<file path="config.mk">
export PLATFORM = sky130hd
export DESIGN_NAME = sql_token_scanner
export DESIGN_NICKNAME = d
export VERILOG_FILES = /design/src/rtl/sts_pkg.sv /design/src/rtl/sts_step.sv /design/src/rtl/sts_result_queue.sv /design/src/rtl/sql_token_scanner.sv
export SDC_FILE = /design/constraint.sdc
export NUM_CORES = 1
export LEC_CHECK = 0
export BUFFER_PORTS_ARGS = -buffer_cell sky130_fd_sc_hd__buf_4
export CORE_MARGIN = 1.5
export CORE_UTILIZATION = 55
export DETAILED_ROUTE_END_ITERATION = 10
export PLACE_DENSITY = 0.83
export REMOVE_ABC_BUFFERS = 1
export SYNTH_ARGS = -nofsm -noshare
export SYNTH_HDL_FRONTEND = slang
export SYNTH_SLANG_ARGS = --single-unit
</file>
<file path="constraint.sdc">
create_clock -name aclk -period 4 [get_ports aclk]
set_input_delay 0.2 -clock aclk [delete_from_list [all_inputs] [get_ports aclk]]
set_output_delay 0.2 -clock aclk [all_outputs]
set_load 0.01 [all_outputs]
</file>
<file path="src/rtl/sts_pkg.sv">
`default_nettype none

package sts_pkg;

    localparam int LENGTH_BITS_DEF   = 12;
    localparam int POSITION_BITS_DEF = 16;

    // result queue between the scanner and the output port
    localparam int QUEUE_DEPTH = 4;

    localparam int KIND_BITS   = 4;
    localparam int PREFIX_BITS = 48;
    localparam int NUM_KW      = 8;

    localparam logic [KIND_BITS-1:0] KIND_NAME    = 4'd0;
    localparam logic [KIND_BITS-1:0] KIND_INT     = 4'd1;
    localparam logic [KIND_BITS-1:0] KIND_STAR    = 4'd2;
    localparam logic [KIND_BITS-1:0] KIND_COMMA   = 4'd3;
    localparam logic [KIND_BITS-1:0] KIND_OPEN    = 4'd4;
    localparam logic [KIND_BITS-1:0] KIND_CLOSE   = 4'd5;
    localparam logic [KIND_BITS-1:0] KIND_GREATER = 4'd6;
    localparam logic [KIND_BITS-1:0] KIND_SELECT  = 4'd7;
    localparam logic [KIND_BITS-1:0] KIND_ERROR   = 4'd15;

    localparam logic [7:0] CHAR_STAR    = 8'h2a;
    localparam logic [7:0] CHAR_COMMA   = 8'h2c;
    localparam logic [7:0] CHAR_OPEN    = 8'h28;
    localparam logic [7:0] CHAR_CLOSE   = 8'h29;
    localparam logic [7:0] CHAR_GREATER = 8'h3e;

    // first character sits in the top byte, unused bytes are zero
    localparam logic [PREFIX_BITS-1:0] KW_TEXT [NUM_KW] = '{
        48'("select"),
        {32'("from"), 16'h0000},
        48'("insert"),
        {32'("into"), 16'h0000},
        48'("values"),
        48'("create"),
        {40'("table"), 8'h00},
        {40'("where"), 8'h00}
    };

    localparam logic [2:0] KW_LEN [NUM_KW] = '{
        3'd6, 3'd4, 3'd6, 3'd4, 3'd6, 3'd6, 3'd5, 3'd5
    };

    typedef struct packed {
        logic first;
        logic second;
    } sts_push_t;

    function automatic logic is_blank(input logic [7:0] c);
        return (c == 8'd32) || ((c >= 8'd9) && (c <= 8'd13));
    endfunction

    function automatic logic is_upper(input logic [7:0] c);
        return (c >= 8'd65) && (c <= 8'd90);
    endfunction

    function automatic logic is_letter(input logic [7:0] c);
        return is_upper(c) || ((c >= 8'd97) && (c <= 8'd122));
    endfunction

    function automatic logic is_digit(input logic [7:0] c);
        return (c >= 8'd48) && (c <= 8'd57);
    endfunction

    function automatic logic [7:0] to_lower(input logic [7:0] c);
        return is_upper(c) ? (c + 8'd32) : c;
    endfunction

endpackage

`default_nettype wire

</file>
<file path="src/rtl/sts_step.sv">
`default_nettype none

module sts_step
    import sts_pkg::*;
#(
    parameter int LENGTH_BITS   = LENGTH_BITS_DEF,
    parameter int POSITION_BITS = POSITION_BITS_DEF
) (
    input  wire logic                     aclk,
    input  wire logic                     aresetn,
    input  wire logic                     fire,
    input  wire logic [7:0]               character,
    input  wire logic                     end_of_input,
    output sts_push_t                     push,
    output logic      [KIND_BITS-1:0]     res0_kind,
    output logic      [LENGTH_BITS-1:0]   res0_length,
    output logic      [POSITION_BITS-1:0] res0_end_position,
    output logic                          res0_last,
    output logic      [KIND_BITS-1:0]     res1_kind,
    output logic      [LENGTH_BITS-1:0]   res1_length,
    output logic      [POSITION_BITS-1:0] res1_end_position
);

    typedef enum logic [1:0] {
        MODE_IDLE = 2'd0,
        MODE_NAME = 2'd1,
        MODE_INT  = 2'd2
    } mode_t;

    mode_t                    mode_reg,   mode_next;
    logic [LENGTH_BITS-1:0]   len_reg,    len_next;
    logic [PREFIX_BITS-1:0]   prefix_reg, prefix_next;
    logic [POSITION_BITS-1:0] pos_reg,    pos_next;

    logic [POSITION_BITS-1:0] pos_inc;
    logic [KIND_BITS-1:0]     name_kind;
    logic [KIND_BITS-1:0]     flush_kind;
    logic [KIND_BITS-1:0]     mark_kind;
    logic                     pending;
    logic                     grows;
    logic                     c_blank, c_letter, c_digit;

    assign pos_inc  = pos_reg + 1'b1;
    assign pending  = (mode_reg == MODE_NAME) || (mode_reg == MODE_INT);
    assign c_blank  = is_blank(character);
    assign c_letter = is_letter(character);
    assign c_digit  = is_digit(character);
    assign grows    = ((mode_reg == MODE_NAME) && (c_letter || c_digit)) ||
                      ((mode_reg == MODE_INT) && c_digit);

    // keyword lengths never reach the saturated length, so no extra check
    always_comb begin
        name_kind = KIND_NAME;
        for (int i = 0; i < NUM_KW; i++) begin
            if ((len_reg == LENGTH_BITS'(KW_LEN[i])) && (prefix_reg == KW_TEXT[i])) begin
                name_kind = KIND_SELECT + KIND_BITS'(i);
            end
        end
    end

    assign flush_kind = (mode_reg == MODE_NAME) ? name_kind : KIND_INT;

    always_comb begin
        unique case (character)
            CHAR_STAR:    mark_kind = KIND_STAR;
            CHAR_COMMA:   mark_kind = KIND_COMMA;
            CHAR_OPEN:    mark_kind = KIND_OPEN;
            CHAR_CLOSE:   mark_kind = KIND_CLOSE;
            CHAR_GREATER: mark_kind = KIND_GREATER;
            default:      mark_kind = KIND_ERROR;
        endcase
    end

    always_comb begin
        logic flush;
        logic mark;

        mode_next   = mode_reg;
        len_next    = len_reg;
        prefix_next = prefix_reg;
        pos_next    = pos_reg;
        flush       = 1'b0;
        mark        = 1'b0;

        if (end_of_input) begin
            flush       = pending;
            mode_next   = MODE_IDLE;
            len_next    = '0;
            prefix_next = '0;
            pos_next    = '0;
        end else begin
            pos_next = pos_inc;
            if (grows) begin
                if (len_reg != {LENGTH_BITS{1'b1}}) begin
                    len_next = len_reg + 1'b1;
                end
                if (mode_reg == MODE_NAME) begin
                    for (int j = 0; j < 6; j++) begin
                        if (len_reg == LENGTH_BITS'(j)) begin
                            prefix_next[PREFIX_BITS-1-8*j -: 8] = to_lower(character);
                        end
                    end
                end
            end else begin
                // ending byte is looked at again as if between tokens
                flush       = pending;
                mode_next   = MODE_IDLE;
                len_next    = '0;
                prefix_next = '0;
                if (c_letter) begin
                    mode_next = MODE_NAME;
                    len_next  = LENGTH_BITS'(1);
                    prefix_next[PREFIX_BITS-1 -: 8] = to_lower(character);
                end else if (c_digit) begin
                    mode_next = MODE_INT;
                    len_next  = LENGTH_BITS'(1);
                end else if (!c_blank) begin
                    mark = 1'b1;
                end
            end
        end

        push.first        = flush || mark;
        push.second       = flush && mark;
        res0_kind         = flush ? flush_kind : mark_kind;
        res0_length       = flush ? len_reg : LENGTH_BITS'(1);
        res0_end_position = flush ? pos_reg : pos_inc;
        res0_last         = !(flush && mark);
        res1_kind         = mark_kind;
        res1_length       = LENGTH_BITS'(1);
        res1_end_position = pos_inc;
    end

    always_ff @(posedge aclk) begin
        if (!aresetn) begin
            mode_reg   <= MODE_IDLE;
            len_reg    <= '0;
            prefix_reg <= '0;
            pos_reg    <= '0;
        end else if (fire) begin
            mode_reg   <= mode_next;
            len_reg    <= len_next;
            prefix_reg <= prefix_next;
            pos_reg    <= pos_next;
        end
    end

endmodule

`default_nettype wire

</file>
<file path="src/rtl/sts_result_queue.sv">
`default_nettype none

module sts_result_queue
    import sts_pkg::*;
#(
    parameter int WIDTH = 8
) (
    input  wire logic             aclk,
    input  wire logic             aresetn,
    input  wire sts_push_t        push,
    input  wire logic [WIDTH-1:0] wr0_data,
    input  wire logic [WIDTH-1:0] wr1_data,
    input  wire logic             rd_en,
    output logic      [WIDTH-1:0] rd_data,
    output logic                  rd_valid,
    output logic                  room_two
);

    localparam int PTR_W = $clog2(QUEUE_DEPTH);

    logic [WIDTH-1:0] entry_reg [QUEUE_DEPTH];
    logic [PTR_W-1:0] wr_ptr_reg, wr_ptr_next;
    logic [PTR_W-1:0] rd_ptr_reg, rd_ptr_next;
    logic [PTR_W:0]   count_reg,  count_next;
    logic [PTR_W-1:0] wr_ptr_plus1;
    logic             pop;

    assign pop          = rd_en && rd_valid;
    assign rd_valid     = (count_reg != '0);
    assign rd_data      = entry_reg[rd_ptr_reg];
    assign room_two     = (count_reg <= (PTR_W+1)'(QUEUE_DEPTH - 2));
    assign wr_ptr_plus1 = wr_ptr_reg + 1'b1;

    always_comb begin
        wr_ptr_next = wr_ptr_reg + PTR_W'(push.first) + PTR_W'(push.second);
        rd_ptr_next = rd_ptr_reg + PTR_W'(pop);
        count_next  = count_reg + (PTR_W+1)'(push.first) + (PTR_W+1)'(push.second)
                      - (PTR_W+1)'(pop);
    end

    always_ff @(posedge aclk) begin
        if (!aresetn) begin
            wr_ptr_reg <= '0;
            rd_ptr_reg <= '0;
            count_reg  <= '0;
        end else begin
            wr_ptr_reg <= wr_ptr_next;
            rd_ptr_reg <= rd_ptr_next;
            count_reg  <= count_next;
        end
    end

    always_ff @(posedge aclk) begin
        if (push.first) begin
            entry_reg[wr_ptr_reg] <= wr0_data;
        end
        if (push.second) begin
            entry_reg[wr_ptr_plus1] <= wr1_data;
        end
    end

endmodule

`default_nettype wire

</file>
<file path="src/rtl/sql_token_scanner.sv">
`default_nettype none

// channel  ports                                       direction
// s_       s_valid s_ready s_character s_end_of_input  character words in
// m_       m_valid m_ready m_token_kind m_token_length
//          m_token_end_position m_last_result          token words out
//
// a character word is registered on accept and scanned from that register;
// the scan writes zero, one or two token words into a four-entry queue
// one character per cycle while each character gives at most one token and the output takes its words;
// a character that gives two tokens puts two token words out at the output port
// scanning waits while the queue has fewer than two free entries
// synchronous active-low reset returns to between tokens at position zero

module sql_token_scanner
    import sts_pkg::*;
#(
    parameter int LENGTH_BITS   = LENGTH_BITS_DEF,
    parameter int POSITION_BITS = POSITION_BITS_DEF
) (
    input  wire logic                     aclk,
    input  wire logic                     aresetn,
    input  wire logic                     s_valid,
    output logic                          s_ready,
    input  wire logic [7:0]               s_character,
    input  wire logic                     s_end_of_input,
    output logic                          m_valid,
    input  wire logic                     m_ready,
    output logic      [KIND_BITS-1:0]     m_token_kind,
    output logic      [LENGTH_BITS-1:0]   m_token_length,
    output logic      [POSITION_BITS-1:0] m_token_end_position,
    output logic                          m_last_result
);

    localparam int RES_W = KIND_BITS + LENGTH_BITS + POSITION_BITS + 1;

    logic       in_valid_reg, in_valid_next;
    logic [7:0] char_reg;
    logic       eoi_reg;
    logic       fire;
    logic       room_two;

    sts_push_t                push, push_fire;
    logic [KIND_BITS-1:0]     res0_kind,   res1_kind;
    logic [LENGTH_BITS-1:0]   res0_length, res1_length;
    logic [POSITION_BITS-1:0] res0_end,    res1_end;
    logic                     res0_last;
    logic [RES_W-1:0]         wr0_data, wr1_data, rd_data;

    assign fire    = in_valid_reg && room_two;
    assign s_ready = !in_valid_reg || fire;

    always_comb begin
        in_valid_next = in_valid_reg;
        if (s_valid && s_ready) begin
            in_valid_next = 1'b1;
        end else if (fire) begin
            in_valid_next = 1'b0;
        end
    end

    always_ff @(posedge aclk) begin
        if (!aresetn) begin
            in_valid_reg <= 1'b0;
        end else begin
            in_valid_reg <= in_valid_next;
        end
    end

    always_ff @(posedge aclk) begin
        if (s_valid && s_ready) begin
            char_reg <= s_character;
            eoi_reg  <= s_end_of_input;
        end
    end

    sts_step #(
        .LENGTH_BITS   (LENGTH_BITS),
        .POSITION_BITS (POSITION_BITS)
    ) u_step (
        .aclk              (aclk),
        .aresetn           (aresetn),
        .fire              (fire),
        .character         (char_reg),
        .end_of_input      (eoi_reg),
        .push              (push),
        .res0_kind         (res0_kind),
        .res0_length       (res0_length),
        .res0_end_position (res0_end),
        .res0_last         (res0_last),
        .res1_kind         (res1_kind),
        .res1_length       (res1_length),
        .res1_end_position (res1_end)
    );

    // second token word is always the last of its character
    assign wr0_data = {res0_kind, res0_length, res0_end, res0_last};
    assign wr1_data = {res1_kind, res1_length, res1_end, 1'b1};

    always_comb begin
        push_fire.first  = push.first && fire;
        push_fire.second = push.second && fire;
    end

    sts_result_queue #(
        .WIDTH (RES_W)
    ) u_queue (
        .aclk     (aclk),
        .aresetn  (aresetn),
        .push     (push_fire),
        .wr0_data (wr0_data),
        .wr1_data (wr1_data),
        .rd_en    (m_ready),
        .rd_data  (rd_data),
        .rd_valid (m_valid),
        .room_two (room_two)
    );

    assign {m_token_kind, m_token_length, m_token_end_position, m_last_result} = rd_data;

endmodule

`default_nettype wire

</file>
==> results of run 1 <==
critical path, delay by kind of cell, from the launching register on:
family / cells / cell delay (ns)
buf+inv: 1 / 0.05
flops: 1 / 0.68
compound gates: 5 / 1.44
simple gates: 1 / 0.14
fa+ha+maj: 3 / 1.08
xor+xnor: 1 / 0.13
power groups by stage:
stage	combinational, mW	clock [mW]	sequential, mW
floorplan	0.682	0	2.69
global placement	1.17	0	2.66
detailed placement	1.19	0	2.67
CTS	1.20	2.34	2.62
global route	1.30	2.43	2.64
finish	1.21	2.33	2.62
worst min path at each step:
stage              startpoint                     to  slack [ns]  depth (start not counted)
2_1_floorplan  s_character[0]            char_reg[0]        0.30                          0
3_3_place_gp   s_character[0]            char_reg[0]        0.38                          1
3_5_place_dp   s_character[0]            char_reg[0]        0.38                          1
4_1_cts               m_ready  u_queue.rd_ptr_reg[0]        0.20                          4
5_1_grt               m_ready  u_queue.rd_ptr_reg[0]        0.22                          4
6_report              m_ready  u_queue.rd_ptr_reg[0]        0.18                          4
layout by cell type (no fill, tap or decap), types with 6 or more instances in the layout:
cell type      Yosys  layout
a21o_1             9       9
a21oi_1           69      68
a22o_1            20      20
a22oi_1           32      32
a311oi_1          26      26
a31oi_1            6       6
and2_1            17      17
and3_1            18      18
and4b_1            6       6
buf_4              1      84
clkbuf_1          72       6
clkbuf_16          0      25
dfxtp_1          138     137
dlygate4sd3_1      0      10
edfxtp_1          89      89
ha_1              13      13
inv_1             27      27
mux2i_1           16      16
mux4_2            33      33
nand2_1           67      67
nand2b_1           8       8
nand3_1           69      69
nand4_1           23      23
nand4b_1           6       6
nor2_1            53      53
nor2b_1           63      63
nor3_1            26      26
nor4_1            17      17
nor4bb_1           8       8
o211a_1            6       6
o21ai_0          101     101
o21ai_1            7       7
o22ai_1           15      15
or3_1             11      11
layout make-up:
cell class              instances  area (um^2)  area share (%)
inverters                      28          105           0.789
well taps                     275          344            2.58
repair buffers                 95          751            5.63
clock inverters                 9          123           0.920
flip-flops and latches        227         5440            40.8
clock buffers                  35          703            5.28
multi-input cells             841         5870            44.0
per-stage QoR:
stage | std cells | setup WS [ns] | hold slack, ns | total power [mW] | cell area, um^2
floorplan | 1096 | -0.0832 | 0.299 | 3.37 | 11400
global placement | 1456 | 0.541 | 0.378 | 3.83 | 12400
detailed placement | 1456 | 0.440 | 0.380 | 3.86 | 12400
CTS | 1510 | 0.396 | 0.199 | 6.16 | 13300
global route | 1510 | 0.155 | 0.222 | 6.37 | 13300
finish | 1510 | 0.355 | 0.181 | 6.17 | 13300
synthesized netlist by cell type, types with 7 or more instances:
library cell | n | area share (%)
and2_1 | 17 | 0.90
nor3_1 | 26 | 1.1
nand4_1 | 23 | 1.2
mux4_2 | 33 | 6.3
clkbuf_1 | 72 | 2.3
dfxtp_1 | 138 | 23
o21ai_0 | 101 | 4.3
o22ai_1 | 15 | 0.80
nor4bb_1 | 8 | 0.68
a21o_1 | 9 | 0.57
nand2_1 | 67 | 2.1
a22oi_1 | 32 | 2.0
nand2b_1 | 8 | 0.42
a21oi_1 | 69 | 2.9
mux2i_1 | 16 | 1.4
ha_1 | 13 | 1.4
a311oi_1 | 26 | 1.9
inv_1 | 27 | 0.86
nor4_1 | 17 | 0.90
and3_1 | 18 | 0.96
nor2_1 | 53 | 1.7
edfxtp_1 | 89 | 23
buf_2 | 16 | 0.68
nor2b_1 | 63 | 3.3
a22o_1 | 20 | 1.5
or3_1 | 11 | 0.58
nand3_1 | 69 | 2.9
o21ai_1 | 7 | 0.30
timing repair:
item | CTS | global route
hold buffers | 10 | 0
endpoints found under the setup margin | 0 | 0
endpoints found under the hold margin | 10 | 0
logic make-up after synthesis:
kind of cell	after synthesis	share of synthesized area, %
and+or+nand+nor	431	21.0
AOI/OAI and AO/OA	335	18.4
DFF	227	46.1
buffers and inverters	123	4.18
muxes	52	7.95
adders and majority gates	16	1.89
xor gates and xnor gates	7	0.520
layer usage:
layer  global-route usage, %  vias to the layer above  part of all wire (%)
met5                       0                        -                     0
met4                    11.4                        0                   3.6
met3                    4.21                      108                    11
met2                    46.5                      675                    46
met1                    41.5                     4819                    40
li1                        -                     4582                     -
==> flow_summary.ini, run 1 <==
[floorplanning]
boundaryPins = 48
start_util_pct = 56.1
coreArea_mm2 = 0.0210
dieArea_mm2 = 0.0223
num_rows = 53
die_h_um = 149
die_w_um = 149

[logic_synthesis]
synth_cell_types = 79
synthFlopType = dfxtp_1
yosysSeqAreaShare_pct = 46.1
synth_cells = 1191
async_flop_share_pct = 0
syn_area_mm2 = 0.0118
synth_edf_count = 89
synth.ff_latch_count = 227
avgSynthCellArea_um2 = 9.90
yosys_warnings = 0

[sta]
rsz0062_at_grt = no
maxSlewViolCount = 0
timing.final.crit_share_pct = 91.1
skew_ns = 0.0130
tns_ns = 0
setup_viol = 0
fin_crit_ns = 3.64
hold_viol_final = 0
max_freq_mhz = 274
worstMarginPinSlew_ns = 1.03
max-slew-margin-rel_pct = 30.6

[power_and_ir_drop]
p_sw_share_pct = 27.8
switchingPower_mw = 1.72
power_frac_seq_pct = 42.5
leakage_nw = 4.56
power_frac_comb_pct = 19.7
p_per_area_mw_per_mm2 = 463
p_int_mw = 4.45
p_clk_share_pct = 37.8
peakVddDrop_uv = 321

[clocking]
cts_resized = 0
cts_root_buf = clkbuf_16
cts_sinks = 227
cts.clk_slew.worst_paths_ns = 0.06
clk-insertion-delay-late_ns = 0.52
cts_tree = done
cts_buffers = 24
post_cts_buffers = 0
clk_path_buf_depth = 3
htree_levels = 1

[global_route]
grt_usage_pct = 29.6
grt_first_pass_wirelength_um = 52100
grt.overflow.total = 0
grt_max_degree = 77
antenna_found_initial = 0
first_global_vias = 9566

[route]
via_per_inst = 6.74
wl_per_cell_um = 21.7
drtIter0Drc = 1181
drc_errors = 0
ant_nets = 0
dr.pass1.iters = 6
route.vias.total = 10200
wirelength_um = 32800

[critical_path]
cp_slowest_cell = edfxtp_1
rrSetupSlack_ns = 0.36
path_cells = o211ai_1 -> a22o_1 -> a22o_1 -> a21oi_2 -> a21oi_1 -> ha_1 -> inv_1 -> fa_1 -> fa_1 -> xnor2_1 -> and2_1
worst_path_largest_cell_delay_ns = 0.68
cp-end-kind = register
cp-start-kind = register
arrival_ns = 4.06
crit_end = u_queue.count_reg[2]
r2r-start = char_reg[3]
startpoint = char_reg[3]
cp_data_required_time_ns = 4.41
reg2reg_depth = 11
crit_type = reg2reg
path_max_fanout = 15
r2r_end = u_queue.count_reg[2]

[finish]
finalNetCount = 1246
largest_register_ffs = 132
post-route-util_pct = 63.4
drive_gt1_share_pct = 14.7
syn_to_final_growth_pct = 13.0
antennaDiodeCount = 0
fillers = 1630

[place]
dpl.hpwl_um = 21700
routabilityCongestion = 0.925
io_buffers = 47

[run_status]
status = finished clean

[min_path]
holdCritPathClass = in2reg

[job]
max_cap_violations = 0
(Power assumes the default switching activity.)
==> inputs of run 2 (changes only) <==
ABC_AREA = 1   (was default)
CAP_MARGIN = 5   (was default)
PLACE_DENSITY = 0.8   (was 0.83)
clock period = 4.6 ns   (was 4 ns; I/O delays follow)
==> run 2 against run 1 <==
  * Sequential power decreased by 6%
  * Setup slack improved by 0.61 ns
  * Non-clock buffer count decreased by 19
  * Global-route usage decreased by 0.21 points
  * Die area increased by 2.5%
  * Wire length increased by 2.7%
  * Worst hold slack got worse by 0.16 ns
  * Cell count increased by 30%
  * Combinational power increased by 64%
  * Critical path depth increased by 5
  * Area after synthesis increased by 2.5%
  * Clock power decreased by 9.4%
==> flow_summary.ini, run 2 <==
[critical_path]
cp-end-kind = register
path_max_fanout = 48
crit_type = reg2reg
cp-start-kind = register
arrival_ns = 4.02
cp_data_required_time_ns = 4.98

[route]
ant_nets = 0
wl_per_cell_um = 17.1
via_per_inst = 5.87
dr.pass1.iters = 8
wirelength_um = 33700
drtIter0Drc = 1247
drc_errors = 0
route.vias.total = 11600

[floorplanning]
die_h_um = 151
die_w_um = 151
start_util_pct = 55.7
coreArea_mm2 = 0.0217
dieArea_mm2 = 0.0229
boundaryPins = 48
num_rows = 54

[logic_synthesis]
synth_top_family_by_area = simple AND/OR/NAND/NOR gates
yosys.area_share.simple_pct = 30.6
synth_mux_area_share_pct = 0
synth-xor-area-share_pct = 1.16
avgSynthCellArea_um2 = 7.30
synth_top_area_share_pct = 22.9
synth_edf_count = 89
yosysSeqAreaShare_pct = 45.0
synthAdderAreaFrac_pct = 1.84
synthFlopType = dfxtp_1
synth_compound_area_share_pct = 13.5
yosys_warnings = 0
synth_cell_types = 44
synthTopCellsByArea = dfxtp_1 23%, edfxtp_1 22%, nand2_1 12%
synth_top_cell_by_area = dfxtp_1
syn_area_mm2 = 0.0121
synth_cells = 1656
synth.ff_latch_count = 227
async_flop_share_pct = 0
synth.most_common_cell = nand2_1
synth_common_cells = 379 x nand2_1, 218 x nor2_1, 158 x nand3_1, 155 x o21ai_0, 138 x dfxtp_1

[power_and_ir_drop]
leakage_nw = 5.40
power_frac_seq_pct = 37.4
p_per_area_mw_per_mm2 = 485
switchingPower_mw = 2.30
peakVddDrop_uv = 404
power_frac_comb_pct = 30.4
p_clk_share_pct = 32.2
p_int_mw = 4.25
power_mw = 6.55
p_sw_share_pct = 35.1

[finish]
finalNetCount = 1703
largest_register_ffs = 132
final_cell_mix = 379 x nand2_1, 218 x nor2_1, 158 x nand3_1
stdcell_area_mm2 = 0.0135
syn_to_final_growth_pct = 11.7
antennaDiodeCount = 0
fillers = 1908
drive_gt1_share_pct = 8.34
mostFrequentLayoutCell = nand2_1

[sta]
skew_ns = 0.0199
fin_crit_ns = 3.63
rsz0062_at_grt = no
hold_viol_final = 0
tns_ns = 0
max-slew-margin-rel_pct = 25.8
setup_viol = 0
maxSlewViolCount = 0
worstMarginPinSlew_ns = 1.11
max_freq_mhz = 275
timing.final.crit_share_pct = 79.0
fin_hold_ws_ns = 0.0184

[clocking]
cts_root_buf = clkbuf_16
cts.clk_slew.worst_paths_ns = 0.06
cts_buffers = 24
cts_sinks = 227
htree_levels = 1
post_cts_buffers = 0
clk-insertion-delay-late_ns = 0.54
clk_path_buf_depth = 3
cts_tree = done

[run_status]
status = finished clean

[global_route]
antenna_found_initial = 0
grt_first_pass_wirelength_um = 53300
grt_usage_pct = 29.4
grt.overflow.total = 0
first_global_vias = 10600
grt_max_degree = 68

[place]
io_buffers = 47
place_area_mm2 = 0.0125
dpl.hpwl_um = 22600
routabilityCongestion = 0.968

[job]
max_cap_violations = 0

[min_path]
holdCritPathClass = in2reg
## run 2: cell types whose count changed after synthesis, moves of 33 or more
| cell | before | now |
|---|---|---|
| nand2_1 | 67 | 379 |
| nor2_1 | 53 | 218 |
| inv_1 | 27 | 135 |
| nand3_1 | 69 | 158 |
| nor2b_1 | 63 | 0 |
| o21ai_0 | 101 | 155 |
| o21ai_1 | 7 | 45 |
| mux4_2 | 33 | 0 |
## run 2: cells by family (layout without fill, tap and decap cells)
logic type	after synthesis	after routing
AOI/OAI and AO/OA	311	311
xor gates and xnor gates	16	16
adders and majority gates	16	16
buffers and inverters	231	265
DFF	227	227
and+or+nand+nor	855	855
## run 2: path summary, 6_finish.rpt
path	startpoint	endpoint	slack (ns)	cells after the start
worst min register to register	u_queue.entry_reg[2][25]	u_queue.entry_reg[2][25]	0.46	2
worst min-delay path	s_valid	in_valid_reg	0.02	3
worst max register to register	char_reg[6]	u_queue.count_reg[2]	0.97	16
worst max-delay path	char_reg[6]	u_queue.count_reg[2]	0.97	16
## run 2: final cells by class
| type | instances | area [um^2] | area share, % |
|---|---|---|---|
| multi-input cells | 1198 | 5700 | 42.2 |
| flip-flops and latches | 227 | 5440 | 40.2 |
| clock buffers | 39 | 779 | 5.77 |
| repair buffers | 76 | 593 | 4.39 |
| inverters | 147 | 557 | 4.12 |
| well taps | 280 | 350 | 2.59 |
| clock inverters | 3 | 90.1 | 0.667 |
## run 2: power groups by stage
stage / combinational (mW) / sequential [mW] / clock, mW
global route: 2.19 / 2.48 / 2.20
floorplan: 1.16 / 2.50 / 0
CTS: 1.96 / 2.45 / 2.11
global placement: 1.89 / 2.48 / 0
detailed placement: 1.94 / 2.49 / 0
finish: 1.99 / 2.45 / 2.11
## run 2: per-layer routing
layer  wire length, um  up-vias  global-route usage, %  part of all wire [%]
li1                  -     5572                      -                     -
met1             13900     5332                   39.9                    41
met2             15500      569                   47.6                    46
met3              3530       83                   5.36                    10
met4               790        0                   8.83                   2.3
met5                 0        -                      0                     0
## run 2: metrics by stage
step / instances / worst slack [ns] / util (%)
finish: 1970 / 0.968 / 62.3
global route: 1970 / 0.753 / 62.3
CTS: 1970 / 0.984 / 62.3
detailed placement: 1919 / 1.00 / 57.9
global placement: 1919 / 1.07 / 57.9
floorplan: 1572 / 0.229 / -
## run 2: worst max-delay path: stages, from the launching register on
cell      delay, ns
edfxtp_1       0.53
inv_1          0.11
ha_1           0.14
nand3_1        0.07
o21ai_1        0.20
nand3_1        0.17
nand3_4        0.15
nand3_4        0.12
nand2_4        0.43
nand2_4        0.21
nand2_1        0.18
ha_1           0.15
inv_1          0.05
fa_1           0.37
fa_1           0.38
xor2_1         0.16
nor2_1         0.05
## run 2: timing repair
action,4_1_cts,5_1_grt
resized for setup,0,0
hold buffers,9,0
endpoints found under the hold margin,9,0
==> inputs of run 3 (changes only) <==
ABC_AREA = 0   (was 1)
clock period = 3.5 ns   (was 4.6 ns; I/O delays follow)
==> run 3 against run 2 <==
  * Via count decreased by 12%
  * Wire length decreased by 3.4%
  * Non-clock buffer count increased by 42
  * Clock power increased by 34%
  * Combinational power decreased by 26%
  * Highest routed layer unchanged
==> flow_summary.ini, run 3 (same netlist as run 1, synthesis figures left out) <==
[clocking]
cts_root_buf = clkbuf_16
cts_resized = 0
cts_buffers = 26
cts.clk_slew.worst_paths_ns = 0.06
cts_tree = done
clk_path_buf_depth = 3
clk-insertion-delay-late_ns = 0.55
cts_sinks = 227
htree_levels = 1

[sta]
fin_hold_ws_ns = 0.158
skew_ns = 0.0240
fin_crit_ns = 3.24
tns_ns = 0
max_freq_mhz = 308
rsz0062_at_grt = no
maxSlewViolCount = 0
hold_viol_final = 0
setup_viol = 0
timing.final.crit_share_pct = 92.6
max-slew-margin-rel_pct = 35.6
worstMarginPinSlew_ns = 0.958

[critical_path]
r2r-start = char_reg[6]
path_max_fanout = 5
arrival_ns = 3.67
cp_data_required_time_ns = 3.92
r2r_end = u_queue.count_reg[2]
cp-end-kind = register
crit_type = reg2reg
cp-start-kind = register
crit_end = u_queue.count_reg[2]
startpoint = char_reg[6]
rrSetupSlack_ns = 0.26
reg2reg_depth = 13

[route]
via_per_inst = 6.60
drc_errors = 0
route.vias.total = 10100
drtIter0Drc = 1350
ant_nets = 0
wirelength_um = 32600
dr.pass1.iters = 5
wl_per_cell_um = 21.2

[finish]
final_cell_mix = 137 x dfxtp_1, 107 x buf_4, 101 x o21ai_0
mostFrequentLayoutCell = dfxtp_1
antennaDiodeCount = 0
drive_gt1_share_pct = 16.5
largest_register_ffs = 132
syn_to_final_growth_pct = 15.1
finalNetCount = 1271
stdcell_area_mm2 = 0.0136

[global_route]
grt_max_degree = 77
grt.overflow.total = 0
antenna_found_initial = 0
grt_usage_pct = 29.3
grt_first_pass_wirelength_um = 51800
first_global_vias = 9584

[floorplanning]
dieArea_mm2 = 0.0223
start_util_pct = 56.1
die_w_um = 149
die_h_um = 149
num_rows = 53
boundaryPins = 48
coreArea_mm2 = 0.0210

[place]
routabilityCongestion = 0.968
place_area_mm2 = 0.0126
dpl.hpwl_um = 21300
io_buffers = 47

[power_and_ir_drop]
leakage_nw = 4.70
peakVddDrop_uv = 414
p_per_area_mw_per_mm2 = 533

[run_status]
status = finished clean

[min_path]
holdCritPathClass = in2reg

[job]
max_cap_violations = 0
-- run 3: metal layers --
layer / track usage, % / vias to the layer above / routed length, um
li1: - / 4631 / -
met4: 10.5 / 0 / 1180
met3: 4.12 / 94 / 3050
met2: 44.6 / 575 / 14700
met1: 42.8 / 4842 / 13700
met5: 0 / - / 0
-- run 3: how the worst min path moves through the flow --
stage | from | endpoint | slack (ns) | cells past startpoint
3_3_place_gp | s_character[4] | char_reg[4] | 0.35 | 1
5_1_grt | m_ready | u_queue.rd_ptr_reg[0] | 0.16 | 4
4_1_cts | aresetn | u_step.len_reg[10] | 0.14 | 3
3_5_place_dp | s_character[3] | char_reg[3] | 0.35 | 1
2_1_floorplan | s_character[0] | char_reg[0] | 0.27 | 0
6_report | m_ready | u_queue.rd_ptr_reg[0] | 0.16 | 4
-- run 3: power by group --
group	switching (mW)	internal (mW)
clock network	1.10	1.72
logic	0.830	0.640
registers	0.0763	2.87
total	2.00	5.23
-- run 3: final cells by class --
cell class	count	area, um^2
fill	1698	7450
multi-input combinational	841	5870
sequential	227	5440
timing repair buffer	118	923
clock buffer	32	703
tap	275	344
clock inverter	15	190
inverter	28	105
-- run 3: critical path, stage by stage, from the launching register on --
cell and delay [ns]:
edfxtp_1 0.45, inv_1 0.11, ha_1 0.14, nor4b_1 0.24, a22o_1 0.28, a22o_1 0.28
a21oi_2 0.09, a21oi_1 0.26, ha_1 0.18, inv_1 0.04, fa_1 0.37, fa_1 0.40
xnor2_1 0.14, and2_1 0.14
-- run 3: metrics by stage --
stage | std cells | total power [mW] | util, % | setup slack, ns
floorplan | 1096 | 3.86 | - | -0.583
global placement | 1477 | 4.41 | 59.8 | 0.256
detailed placement | 1477 | 4.43 | 59.8 | 0.167
CTS | 1534 | 7.23 | 64.5 | 0.135
global route | 1536 | 7.47 | 64.5 | 0.0142
finish | 1536 | 7.23 | 64.5 | 0.257
-- run 3: timing repair --
action | in CTS | in global routing
endpoints found under the hold margin | 10 | 0
setup buffers | 0 | 2
hold buffers | 10 | 0
endpoints found under the setup margin | 0 | 1
